$ cat src/design/priority_then_key_sorter_unit_assert.svh
// Assertion macros for the priority-then-key sorter.
// Included by the modules that check their own logic; needs no package.
`ifndef PRIORITY_THEN_KEY_SORTER_UNIT_ASSERT_SVH
`define PRIORITY_THEN_KEY_SORTER_UNIT_ASSERT_SVH

`ifndef NO_ASSERTIONS

// Same-cycle implication, disabled during reset.
`define PTS_ASSERT_NOW(lbl, clk, rst, ante, cons) \
   lbl: assert property (@(posedge clk) disable iff (rst) (ante) |-> (cons)) \
      else $error("assertion failed: same-cycle check");

// Next-cycle implication, disabled during reset.
`define PTS_ASSERT_NEXT(lbl, clk, rst, ante, cons) \
   lbl: assert property (@(posedge clk) disable iff (rst) (ante) |=> (cons)) \
      else $error("assertion failed: next-cycle check");

`else

`define PTS_ASSERT_NOW(lbl, clk, rst, ante, cons)
`define PTS_ASSERT_NEXT(lbl, clk, rst, ante, cons)

`endif

`endif

$ cat src/design/pts_pkg.sv
// Shared types and constants for the priority-then-key sorter.
// No dependencies; imported by every module of the block.
package pts_pkg;

   localparam int MAX_ENTRIES_DEF = 16;
   localparam int REF_W           = 16;
   localparam int KEY_W           = 16;

   typedef struct packed {
      logic [REF_W-1:0] entry_ref;
      logic [KEY_W-1:0] entry_key;
      logic             priority_flag;
      logic             last_in;
   } req_type;

   typedef struct packed {
      logic [REF_W-1:0] out_ref;
      logic [KEY_W-1:0] out_key;
      logic             out_priority;
      logic             last_out;
      logic             overflow;
   } rsp_type;

   // One stored record.
   typedef struct packed {
      logic [REF_W-1:0] ref_val;
      logic [KEY_W-1:0] key;
      logic             flag;
   } rec_type;

   // Sequencer commands to the compare unit.
   typedef struct packed {
      logic new_run;     // forget previous pick and best
      logic clear_best;  // start another scan of the same run
      logic commit;      // current best has been delivered
   } ctrl_type;

   typedef enum logic [2:0] {
      ST_LOAD = 3'b001,
      ST_SCAN = 3'b010,
      ST_EMIT = 3'b100
   } state_type;

endpackage

$ cat src/design/pts_store.sv
// Record memory: one write port, one read port with registered data.
// Depends on pts_pkg.
module pts_store
   import pts_pkg::*;
#(
   parameter int MAX_ENTRIES = MAX_ENTRIES_DEF
) (
   input  logic                           clock,
   input  logic                           reset,
   input  logic                           wr_en,
   input  logic [$clog2(MAX_ENTRIES)-1:0] wr_addr,
   input  rec_type                        wr_rec,
   input  logic                           rd_en,
   input  logic [$clog2(MAX_ENTRIES)-1:0] rd_addr,
   output logic                           rd_valid,
   output logic [$clog2(MAX_ENTRIES)-1:0] rd_idx,
   output rec_type                        rd_rec
);

   localparam int IDX_W = $clog2(MAX_ENTRIES);

   rec_type             mem_ff [MAX_ENTRIES];
   rec_type             rd_rec_ff;
   logic [IDX_W-1:0]    rd_idx_ff;
   logic                rd_valid_ff;

   always_ff @(posedge clock) begin
      if (wr_en) begin
         mem_ff[wr_addr] <= wr_rec;
      end
      if (rd_en) begin
         rd_rec_ff <= mem_ff[rd_addr];
         rd_idx_ff <= rd_addr;
      end
   end

   always_ff @(posedge clock) begin
      if (reset) begin
         rd_valid_ff <= 1'b0;
      end else begin
         rd_valid_ff <= rd_en;
      end
   end

   assign rd_valid = rd_valid_ff;
   assign rd_idx   = rd_idx_ff;
   assign rd_rec   = rd_rec_ff;

endmodule

$ cat src/design/pts_min_unit.sv
// Shared compare unit: finds the smallest sort key above the last one delivered.
// Sort key is {not flag, key, arrival index}, so ties fall back to arrival order.
// Depends on pts_pkg.
module pts_min_unit
   import pts_pkg::*;
#(
   parameter int MAX_ENTRIES = MAX_ENTRIES_DEF
) (
   input  logic                           clock,
   input  logic                           reset,
   input  ctrl_type                       ctrl,
   input  logic                           rd_valid,
   input  logic [$clog2(MAX_ENTRIES)-1:0] rd_idx,
   input  rec_type                        rd_rec,
   output logic                           best_valid,
   output rec_type                        best_rec
);

   localparam int IDX_W = $clog2(MAX_ENTRIES);
   localparam int SK_W  = 1 + KEY_W + IDX_W;

   logic [SK_W-1:0] cand_sk;
   logic [SK_W-1:0] best_sk_ff;
   logic [SK_W-1:0] prev_sk_ff;
   rec_type         best_rec_ff;
   logic            best_valid_ff;
   logic            prev_valid_ff;
   logic            take;

   assign cand_sk = {~rd_rec.flag, rd_rec.key, rd_idx};
   assign take    = rd_valid
                    && (!prev_valid_ff || (cand_sk > prev_sk_ff))
                    && (!best_valid_ff || (cand_sk < best_sk_ff));

   always_ff @(posedge clock) begin
      if (reset) begin
         best_valid_ff <= 1'b0;
         prev_valid_ff <= 1'b0;
      end else if (ctrl.new_run) begin
         best_valid_ff <= 1'b0;
         prev_valid_ff <= 1'b0;
      end else begin
         if (ctrl.commit) begin
            prev_valid_ff <= 1'b1;
         end
         if (ctrl.clear_best) begin
            best_valid_ff <= 1'b0;
         end else if (take) begin
            best_valid_ff <= 1'b1;
         end
      end
   end

   always_ff @(posedge clock) begin
      if (ctrl.commit) begin
         prev_sk_ff <= best_sk_ff;
      end
      if (take) begin
         best_sk_ff  <= cand_sk;
         best_rec_ff <= rd_rec;
      end
   end

   assign best_valid = best_valid_ff;
   assign best_rec   = best_rec_ff;

endmodule

$ cat src/design/priority_then_key_sorter_unit.sv
// Priority-then-key sorter, top level.
// Depends on pts_pkg, pts_store, pts_min_unit and the assertion macro header.
//
// Use: send records on the req_ channel, one word per record. While loading,
// req_ready is high and a word is taken every cycle. Up to MAX_ENTRIES records
// are kept; later ones are dropped and the run is marked with overflow.
// The word with last_in set closes the set; req_ready then falls until the
// whole sorted run has left on the rsp_ channel.
// Order of the run: flagged records first, then the rest, each group by
// ascending key, equal keys in arrival order. last_out marks the final word.
// Each result word costs one scan of the stored records through the single
// compare unit, after which the word is shown on rsp_valid until it is taken.
// A stalled receiver simply holds the current word on rsp_data; the scan for
// the next word starts once it is taken.
// Reset (synchronous, active high) empties the store and returns to loading;
// memory contents are not cleared, since only written entries are ever read.
`include "priority_then_key_sorter_unit_assert.svh"

module priority_then_key_sorter_unit
   import pts_pkg::*;
#(
   parameter int MAX_ENTRIES = MAX_ENTRIES_DEF
) (
   input  logic    clock,
   input  logic    reset,
   input  logic    req_valid,
   output logic    req_ready,
   input  req_type req_data,
   output logic    rsp_valid,
   input  logic    rsp_ready,
   output rsp_type rsp_data
);

   localparam int IDX_W = $clog2(MAX_ENTRIES);
   localparam int CNT_W = $clog2(MAX_ENTRIES + 1);

   state_type        state_ff, state_in;
   logic [CNT_W-1:0] count_ff, count_in;
   logic [CNT_W-1:0] n_ff, n_in;
   logic [CNT_W-1:0] issue_ff, issue_in;
   logic [IDX_W-1:0] pos_ff, pos_in;
   logic             dropped_ff, dropped_in;
   logic             ovf_ff, ovf_in;

   logic             req_fire, rsp_fire;
   logic             has_room, wr_en, rd_en, is_last;
   rec_type          wr_rec;
   ctrl_type         ctrl;

   logic             rd_valid;
   logic [IDX_W-1:0] rd_idx;
   rec_type          rd_rec;
   logic             best_valid;
   rec_type          best_rec;

   assign req_ready = (state_ff == ST_LOAD);
   assign rsp_valid = (state_ff == ST_EMIT);
   assign req_fire  = req_valid && req_ready;
   assign rsp_fire  = rsp_valid && rsp_ready;

   assign has_room  = (count_ff < CNT_W'(MAX_ENTRIES));
   assign wr_en     = req_fire && has_room;
   assign wr_rec    = '{ref_val: req_data.entry_ref, key: req_data.entry_key,
                        flag: req_data.priority_flag};
   assign rd_en     = (state_ff == ST_SCAN) && (issue_ff < n_ff);
   assign is_last   = (CNT_W'(pos_ff) == (n_ff - CNT_W'(1)));

   assign ctrl.new_run    = req_fire && req_data.last_in;
   assign ctrl.clear_best = rsp_fire && !is_last;
   assign ctrl.commit     = rsp_fire;

   always_comb begin
      state_in   = state_ff;
      count_in   = count_ff;
      n_in       = n_ff;
      issue_in   = issue_ff;
      pos_in     = pos_ff;
      dropped_in = dropped_ff;
      ovf_in     = ovf_ff;
      case (state_ff)
         ST_LOAD: begin
            if (req_fire) begin
               if (has_room) begin
                  count_in = count_ff + CNT_W'(1);
               end else begin
                  dropped_in = 1'b1;
               end
               if (req_data.last_in) begin
                  n_in     = has_room ? count_ff + CNT_W'(1) : count_ff;
                  ovf_in   = dropped_ff || !has_room;
                  issue_in = '0;
                  pos_in   = '0;
                  state_in = ST_SCAN;
               end
            end
         end
         ST_SCAN: begin
            if (rd_en) begin
               issue_in = issue_ff + CNT_W'(1);
            end else if (!rd_valid) begin
               // last read word has been compared
               state_in = ST_EMIT;
            end
         end
         ST_EMIT: begin
            if (rsp_fire) begin
               if (is_last) begin
                  count_in   = '0;
                  dropped_in = 1'b0;
                  state_in   = ST_LOAD;
               end else begin
                  pos_in   = pos_ff + IDX_W'(1);
                  issue_in = '0;
                  state_in = ST_SCAN;
               end
            end
         end
         default: begin
            state_in = ST_LOAD;
         end
      endcase
   end

   always_ff @(posedge clock) begin
      if (reset) begin
         state_ff   <= ST_LOAD;
         count_ff   <= '0;
         dropped_ff <= 1'b0;
         issue_ff   <= '0;
         pos_ff     <= '0;
      end else begin
         state_ff   <= state_in;
         count_ff   <= count_in;
         dropped_ff <= dropped_in;
         issue_ff   <= issue_in;
         pos_ff     <= pos_in;
      end
   end

   always_ff @(posedge clock) begin
      n_ff   <= n_in;
      ovf_ff <= ovf_in;
   end

   pts_store #(
      .MAX_ENTRIES (MAX_ENTRIES)
   ) u_store (
      .clock    (clock),
      .reset    (reset),
      .wr_en    (wr_en),
      .wr_addr  (count_ff[IDX_W-1:0]),
      .wr_rec   (wr_rec),
      .rd_en    (rd_en),
      .rd_addr  (issue_ff[IDX_W-1:0]),
      .rd_valid (rd_valid),
      .rd_idx   (rd_idx),
      .rd_rec   (rd_rec)
   );

   pts_min_unit #(
      .MAX_ENTRIES (MAX_ENTRIES)
   ) u_min (
      .clock      (clock),
      .reset      (reset),
      .ctrl       (ctrl),
      .rd_valid   (rd_valid),
      .rd_idx     (rd_idx),
      .rd_rec     (rd_rec),
      .best_valid (best_valid),
      .best_rec   (best_rec)
   );

   assign rsp_data = '{out_ref: best_rec.ref_val, out_key: best_rec.key,
                       out_priority: best_rec.flag, last_out: is_last,
                       overflow: ovf_ff};

   `PTS_ASSERT_NOW(a_emit_has_pick, clock, reset, state_ff == ST_EMIT, best_valid)
   `PTS_ASSERT_NOW(a_count_bound, clock, reset, 1'b1, count_ff <= CNT_W'(MAX_ENTRIES))
   `PTS_ASSERT_NOW(a_no_load_in_run, clock, reset, rsp_valid, !req_ready)
   `PTS_ASSERT_NEXT(a_run_end_loads, clock, reset, rsp_fire && is_last, req_ready && count_ff == '0)
   `PTS_ASSERT_NEXT(a_rescan, clock, reset, rsp_fire && !is_last, state_ff == ST_SCAN && !best_valid)

endmodule
$ cat config.mk
export PLATFORM = sky130hd
export DESIGN_NAME = priority_then_key_sorter_unit
export DESIGN_NICKNAME = d
export VERILOG_FILES = /design/src/design/pts_pkg.sv /design/src/design/pts_store.sv /design/src/design/pts_min_unit.sv /design/src/design/priority_then_key_sorter_unit.sv
export VERILOG_INCLUDE_DIRS = /design/src /design/src/design
export SDC_FILE = /design/constraint.sdc
export NUM_CORES = 1
export LEC_CHECK = 0
export ABC_AREA = 1
export BUFFER_PORTS_ARGS = -buffer_cell sky130_fd_sc_hd__clkbuf_2
export CORE_ASPECT_RATIO = 1.25
export CORE_MARGIN = 2
export CORE_UTILIZATION = 62
export DETAILED_ROUTE_END_ITERATION = 10
export PLACE_DENSITY_LB_ADDON = 0.08
export SLEW_MARGIN = 20
export SYNTH_ARGS = -nofsm -noshare
export SYNTH_HDL_FRONTEND = slang
export SYNTH_HIERARCHICAL = 1
export SYNTH_SLANG_ARGS = --single-unit
$ cat constraint.sdc
create_clock -name clock -period 5 [get_ports clock]
set_input_delay 1.25 -clock clock [delete_from_list [all_inputs] [get_ports clock]]
set_output_delay 1.25 -clock clock [all_outputs]
set_load 0.05 [all_outputs]
==> results.toml, run 1 <==
[worst_setup_path]
endpoint_required_time_on_the_critical_path_ns = 3.75
r2r-start = "state_ff[0]"
critical_path_class = "reg2out"
arrival_ns = 2.28
timing.critical_path.fanout_max = 4
startpoint_type = "flop"
endpoint_kind = "primary output"
first_element_of_the_critical_path = "n_ff[0]"

[route]
drt_iter0_markers = 1593
drt-wirelength-per-cell_um = 19.3
routed_wl_mm = 64.5
drt-vias-per-instance = 5.50
antenna_left = 0
drt_first_pass_iters = 5
num_vias = 18400
drt_drc_violations_left = 0

[clock_tree]
cts.htree.levels = 3
cts_tree = "done"
tritoncts_num_sinks = 651
clock_path_buffers = 3
cts_inserted_buffers = 66
post-cts-setup-buffer-count = 0
cts_hold_buffers = 0
cts.clk_slew.worst_paths_ns = 0.06
postCtsResizedCells = 0
ctsRootBufferMaster = "sky130_fd_sc_hd__clkbuf_16"
worst_skew_pair.late_latency_ns = 0.59

[synth]
ys_top_cells_by_count = "sky130_fd_sc_hd__nand2_1, sky130_fd_sc_hd__edfxtp_1, sky130_fd_sc_hd__inv_1, sky130_fd_sc_hd__nand3_1, sky130_fd_sc_hd__buf_2"
synth.distinct_cells = 39
post-synth-top-area-cell = "sky130_fd_sc_hd__edfxtp_1"
synth_seq_area_share = 0.682
avgSynthCellArea_um2 = 10.6
synthesis.yosys.warnings = 6
cell_count_after_synthesis = 2673
postSynthNetCount = 2760
synth_top_flop_cell = "sky130_fd_sc_hd__edfxtp_1"
synth_enable_flop_cells = 630
synth-seq-cells = 651
top_post_synthesis_cells_by_area = "sky130_fd_sc_hd__edfxtp_1, sky130_fd_sc_hd__nand2_1, sky130_fd_sc_hd__nand3_1"
yosysTopAreaCellShare = 0.667
syn-cell-area_um2 = 28400
yosys.cell_count.top_type = "sky130_fd_sc_hd__nand2_1"
asyncSetResetFlopFracSynth = 0

[power_and_ir_drop]
leakagePower_nw = 13.3
powerDensity_nw_per_um2 = 433
vdd_drop_max_mv = 0.360
p_total_mw = 13.6

[layout]
drive_above_1_share = 0.0935
diodes = 0
nNetsFinal = 2809
areaGrowthSynthToFinish_pct = 10.9
layout.filler_cells = 3312
register_area_um2 = 19300
multi_input_area_um2 = 6610

[grt]
track_usage = 0.275
grt_pass1_wl_mm = 99.4
global_route.usage.met1 = 0.364
routing_usage_on_met3 = 0.0424
grt_antenna_before_repair = 2
grt_use_met2 = 0.465
grt_pass1_vias = 18000
grt_max_degree = 158
global_route.overflow_total = 0
grt_most_used_layer = "met2"

[worst_hold_path]
worstHoldPathType = "reg2reg"
hold_path_startpoint = "u_store/rd_rec[32]"

[sta]
fin_setup_tns_ns = 0
timing.final.hold_violations = 0
tightestPinTransition_ns = 1.15
maxSlewHeadroom = 0.235
setup_skew_after_layout_ns = 0.0197
setup_viol_count_final = 0
report.final.slew_viol_count = 0
unrepaired_setup_endpoints_after_global_routing = "false"
timing.final.ws_setup_ns = 1.47
layout_min_cycle_time_ns = 3.53
post-route-period-util = 0.706
achievable-frequency_mhz = 283

[floorplan]
row_count = 87
die_w_um = 195
num_io_pins = 75
fp.dieArea_um2 = 47500
die_y_um = 243
core_region_area_um2 = 45200
starting_utilization_of_the_core_area = 0.628

[place]
i_o_buffers = 74
dpl_worst_slack_ns = 1.26
gp_congestion = 0.873
dp_hpwl_mm = 37.6

[outcome]
status = "completed"

[flow_run]
maxCapViolations = 0
-- cell families after synthesis --
| kind of cell | count (synthesis) | synth area share |
|---|---|---|
| adders and majority gates | 49 | 0.0216 |
| xor gates and xnor gates | 7 | 0.00216 |
| buffers and inverters | 621 | 0.0893 |
| DFF | 651 | 0.682 |
| and+or+nand+nor | 1297 | 0.195 |
| AOI/OAI and AO/OA | 48 | 0.0101 |
-- cell usage in the layout, fill, tap and decap left out, drive strengths merged --
cell type,n
a21o,1
a21oi,34
a31oi,1
buf,35
bufinv,9
clkbuf,149
clkinv,26
clkinvlp,3
dfxtp,21
edfxtp,630
ha,49
inv,495
nand2,808
nand3,419
nand4,8
nor2,53
nor3,7
o211ai,2
o21a,1
o21ai,6
o21bai,2
o31ai,1
or2,2
xnor2,2
xor2,5
-- power breakdown --
part / leakage, nW / internal (mW) / switching [mW]
Sequential: 5.86 / 6.36 / 0.135
Clock: 1.06 / 2.98 / 2.02
Combinational: 6.38 / 0.562 / 1.57
-- layer usage --
metal / wire length (um) / vias to the layer above
met5: 21 / -
met4: 1910 / 2
met3: 4850 / 115
met2: 31800 / 682
met1: 25900 / 8841
li1: - / 8764
-- state kept, by name, indices dropped and copies added, names as in the netlist --
signal,flops
u_min/prev_valid_ff,1
n_ff,5
u_store/rd_valid,1
ovf_ff,1
state_ff,3
issue_ff,5
u_store/rd_rec,33
u_min/best_sk_ff,21
u_min/best_rec,17
u_min/prev_sk_ff,21
pos_ff,4
u_store/mem_ff,528
dropped_ff,1
u_store/rd_idx,4
u_min/best_valid,1
count_ff,5
-- critical path: stages (launching register included) --
cell and delay [ns]:
sky130_fd_sc_hd__edfxtp_1 0.44, sky130_fd_sc_hd__inv_1 0.12, sky130_fd_sc_hd__ha_1 0.25, sky130_fd_sc_hd__nand2_1 0.08, sky130_fd_sc_hd__nand2_1 0.05, sky130_fd_sc_hd__nor2_1 0.11
sky130_fd_sc_hd__nand2_1 0.05, sky130_fd_sc_hd__nor2_1 0.13, sky130_fd_sc_hd__nand2_1 0.12, sky130_fd_sc_hd__inv_1 0.08, sky130_fd_sc_hd__clkbuf_2 0.27
-- final timing paths --
| path | end | slack [ns] | cells after the start |
|---|---|---|---|
| max | rsp_data[1] | 1.47 | 10 |
| min | u_min/best_rec[32] | 0.42 | 0 |
| max reg2reg | u_store/mem_ff[2][12] | 1.93 | 7 |
| min reg2reg | u_min/best_rec[32] | 0.42 | 0 |
-- through the flow --
stage               cell area, um2  utilization  hold slack (ns)  instances
floorplan                    28400            -            0.400       2673
global placement             29200        0.646            0.400       3229
detailed placement           29200        0.647            0.407       3231
CTS                          31400        0.695            0.417       3346
global route                 31400        0.696            0.424       3347
finish                       31400        0.696            0.421       3347
-- area by class of cell --
| cell class | instances | share of cell area |
|---|---|---|
| Sequential cell | 651 | 0.616 |
| Multi-Input combinational cell | 1401 | 0.210 |
| Inverter | 493 | 0.0592 |
| Clock buffer | 75 | 0.0557 |
| Tap cell | 578 | 0.0230 |
| Timing Repair Buffer | 109 | 0.0224 |
| Clock inverter | 40 | 0.0138 |
Note: power is estimated with default switching activity, not from simulation.
==> run 2, diff against run 1 <==
- CORE_UTILIZATION: 62 -> 56
- clock period: 5 -> 3.1 ns (I/O delays scaled with it)
==> run 2 against run 1 <==
First-iteration DRC count down 21%. Utilization down 6.2 points. Critical path depth unchanged. Global-route usage decreased by 2.3 points. Clock skew shrank 0.0064 ns. Non-clock buffer count up 24. Highest routed layer is now met4.
==> results.toml, run 2 (same netlist as run 1, synthesis figures left out) <==
[worst_hold_path]
worst_hold_path.endpoint = "u_min/best_rec[25]"
hold_path_cells = 0
worstHoldPathType = "reg2reg"
hold_path_startpoint = "u_store/rd_rec[25]"

[worst_setup_path]
r2r_setup_slack_ns = 0.66
timing.critical_path.cells = "inv_1 -> ha_2 -> nand2_1 -> nand2_1 -> nor2_1 -> nand2_1 -> nor2_1 -> nand2_1 -> inv_1 -> buf_4"
r2r-start = "u_store/rd_rec[0]"
critical_path_class = "reg2out"
critPathSlowestCell = "sky130_fd_sc_hd__edfxtp_1"
worstRegToRegCells = 10
timing.critical_path.slowest_cell_delay_ns = 0.41
timing.critical_path.fanout_max = 3
endpoint_kind = "primary output"
crit-reg2reg-capture = "u_min/best_sk_ff[16]"
arrival_ns = 2.19
path_buf_inv = 3
timing.critical_path.max_delay_family = "simple AND/OR/NAND/NOR gates"
endpoint_required_time_on_the_critical_path_ns = 2.32
cpMostUsedCell = "sky130_fd_sc_hd__nand2_1"
startpoint_type = "flop"

[clock_tree]
cts_inserted_buffers = 60
worst_skew_pair.late_latency_ns = 0.62
clock_path_buffers = 3
cts_tree = "done"
tritoncts_num_sinks = 651
cts.clk_slew.worst_paths_ns = 0.07
cts.htree.levels = 2
ctsRootBufferMaster = "sky130_fd_sc_hd__clkbuf_16"

[sta]
achievable-frequency_mhz = 337
report.final.slew_viol_count = 0
timing.final.hold_violations = 0
post-route-period-util = 0.956
hold-worst-slack_ns = 0.417
setup_skew_after_layout_ns = 0.0133
setup_viol_count_final = 0
layout_min_cycle_time_ns = 2.96
maxSlewHeadroom = 0.344
tightestPinTransition_ns = 0.978
timing.final.ws_setup_ns = 0.136

[layout]
areaGrowthSynthToFinish_pct = 12.1
finish.utilization = 0.633
nNetsFinal = 2827
registers.top_by_ff_count = "u_store/mem_ff"
diodes = 0
layout.cells.most_common_list = "sky130_fd_sc_hd__nand2_1, sky130_fd_sc_hd__edfxtp_1, sky130_fd_sc_hd__inv_1"
layout_commonest_cell = "sky130_fd_sc_hd__nand2_1"
drive_above_1_share = 0.0983
largest_register_ffs = 528

[route]
drt_drc_violations_left = 0
drt-wirelength-per-cell_um = 18.8
num_vias = 18300
antenna_left = 0
routed_wl_mm = 64.8
drt-vias-per-instance = 5.31
drt_first_pass_iters = 5
drt_iter0_markers = 1261

[grt]
global_route.overflow_total = 0
grt_max_degree = 154
grt_antenna_before_repair = 0
grt_pass1_wl_mm = 101
grt_pass1_vias = 18400
track_usage = 0.252

[power_and_ir_drop]
powerDensity_nw_per_um2 = 671
p_total_mw = 21.3
leakagePower_nw = 13.4
vdd_drop_max_mv = 0.532

[floorplan]
fp.dieArea_um2 = 52500
die_w_um = 205
starting_utilization_of_the_core_area = 0.565
num_io_pins = 75
row_count = 92
die_y_um = 256
core_region_area_um2 = 50200

[flow_run]
maxCapViolations = 0

[place]
i_o_buffers = 74
dpl_worst_slack_ns = 0.725
gp_congestion = 0.823
dp_hpwl_mm = 38.6

[outcome]
status = "completed"
==> run 2: cell types whose count changed in the layout (fill, tap and decap cells not counted), moves of 2 or more <==
cell                        change
sky130_fd_sc_hd__clkinv_1       -3
sky130_fd_sc_hd__clkbuf_16      -7
sky130_fd_sc_hd__inv_6          -2
sky130_fd_sc_hd__clkbuf_1       +9
sky130_fd_sc_hd__bufinv_16      -2
sky130_fd_sc_hd__buf_12        +25
==> run 2: worst max-delay path by stage <==
stage                             to  cells after the start   startpoint
2_1_floorplan  u_store/mem_ff[11][0]                      6  state_ff[0]
6_report                 rsp_data[1]                     10      n_ff[0]
3_5_place_dp   u_store/mem_ff[0][31]                      7    req_valid
3_3_place_gp             rsp_data[1]                     11      n_ff[0]
5_1_grt                  rsp_data[1]                     10      n_ff[0]
4_1_cts                  rsp_data[1]                     11      n_ff[0]
==> run 2: timing repair <==
action | 4_1_cts | 5_1_grt
hold buffers | 0 | 0
setup buffers | 0 | 1
gates resized for setup | 0 | 4
setup endpoints to repair | 0 | 1
hold endpoints to repair | 0 | 0
==> run 2: area by class of cell <==
type / count / area (um2)
inverters: 493 / 1860
repair buffers: 133 / 1180
fillers: 3969 / 18400
clock inverters: 33 / 357
multi-input cells: 1401 / 6620
clock buffers: 77 / 1610
well taps: 658 / 823
flip-flops and latches: 651 / 19400
==> run 2: worst reg2reg max path: stages (launching register included) <==
cell and delay (ns):
sky130_fd_sc_hd__edfxtp_1 0.39, sky130_fd_sc_hd__inv_1 0.09, sky130_fd_sc_hd__ha_1 0.31, sky130_fd_sc_hd__nand2_1 0.08, sky130_fd_sc_hd__inv_1 0.09, sky130_fd_sc_hd__nand3_1 0.11
sky130_fd_sc_hd__nor3_1 0.42, sky130_fd_sc_hd__nand4_1 0.16, sky130_fd_sc_hd__nand3_1 0.17, sky130_fd_sc_hd__a21oi_4 0.07, sky130_fd_sc_hd__buf_4 0.26
==> run 2: report_power, final <==
part           internal [mW]  switching, mW
clock                   4.24           3.16
sequential              10.2          0.190
combinational           1.00           2.50
==> run 2: per-layer routing <==
| layer | vias up | part of all wire | global-route usage |
|---|---|---|---|
| met5 | - | 0 | 0 |
| li1 | 8810 | - | - |
| met2 | 533 | 0.51 | 0.446 |
| met4 | 0 | 0.025 | 0.0739 |
| met1 | 8844 | 0.41 | 0.323 |
| met3 | 103 | 0.053 | 0.0365 |
==> run 2: through the flow <==
| step | TNS [ns] | area [um2] | cells |
|---|---|---|---|
| 2_1_floorplan | -76.30 | 28400 | 2673 |
| 3_3_place_gp | 0 | 29800 | 3335 |
| 3_5_place_dp | 0 | 29800 | 3335 |
| 4_1_cts | 0 | 31800 | 3445 |
| 5_1_grt | -0.00421 | 31800 | 3446 |
| 6_report | 0 | 31800 | 3446 |
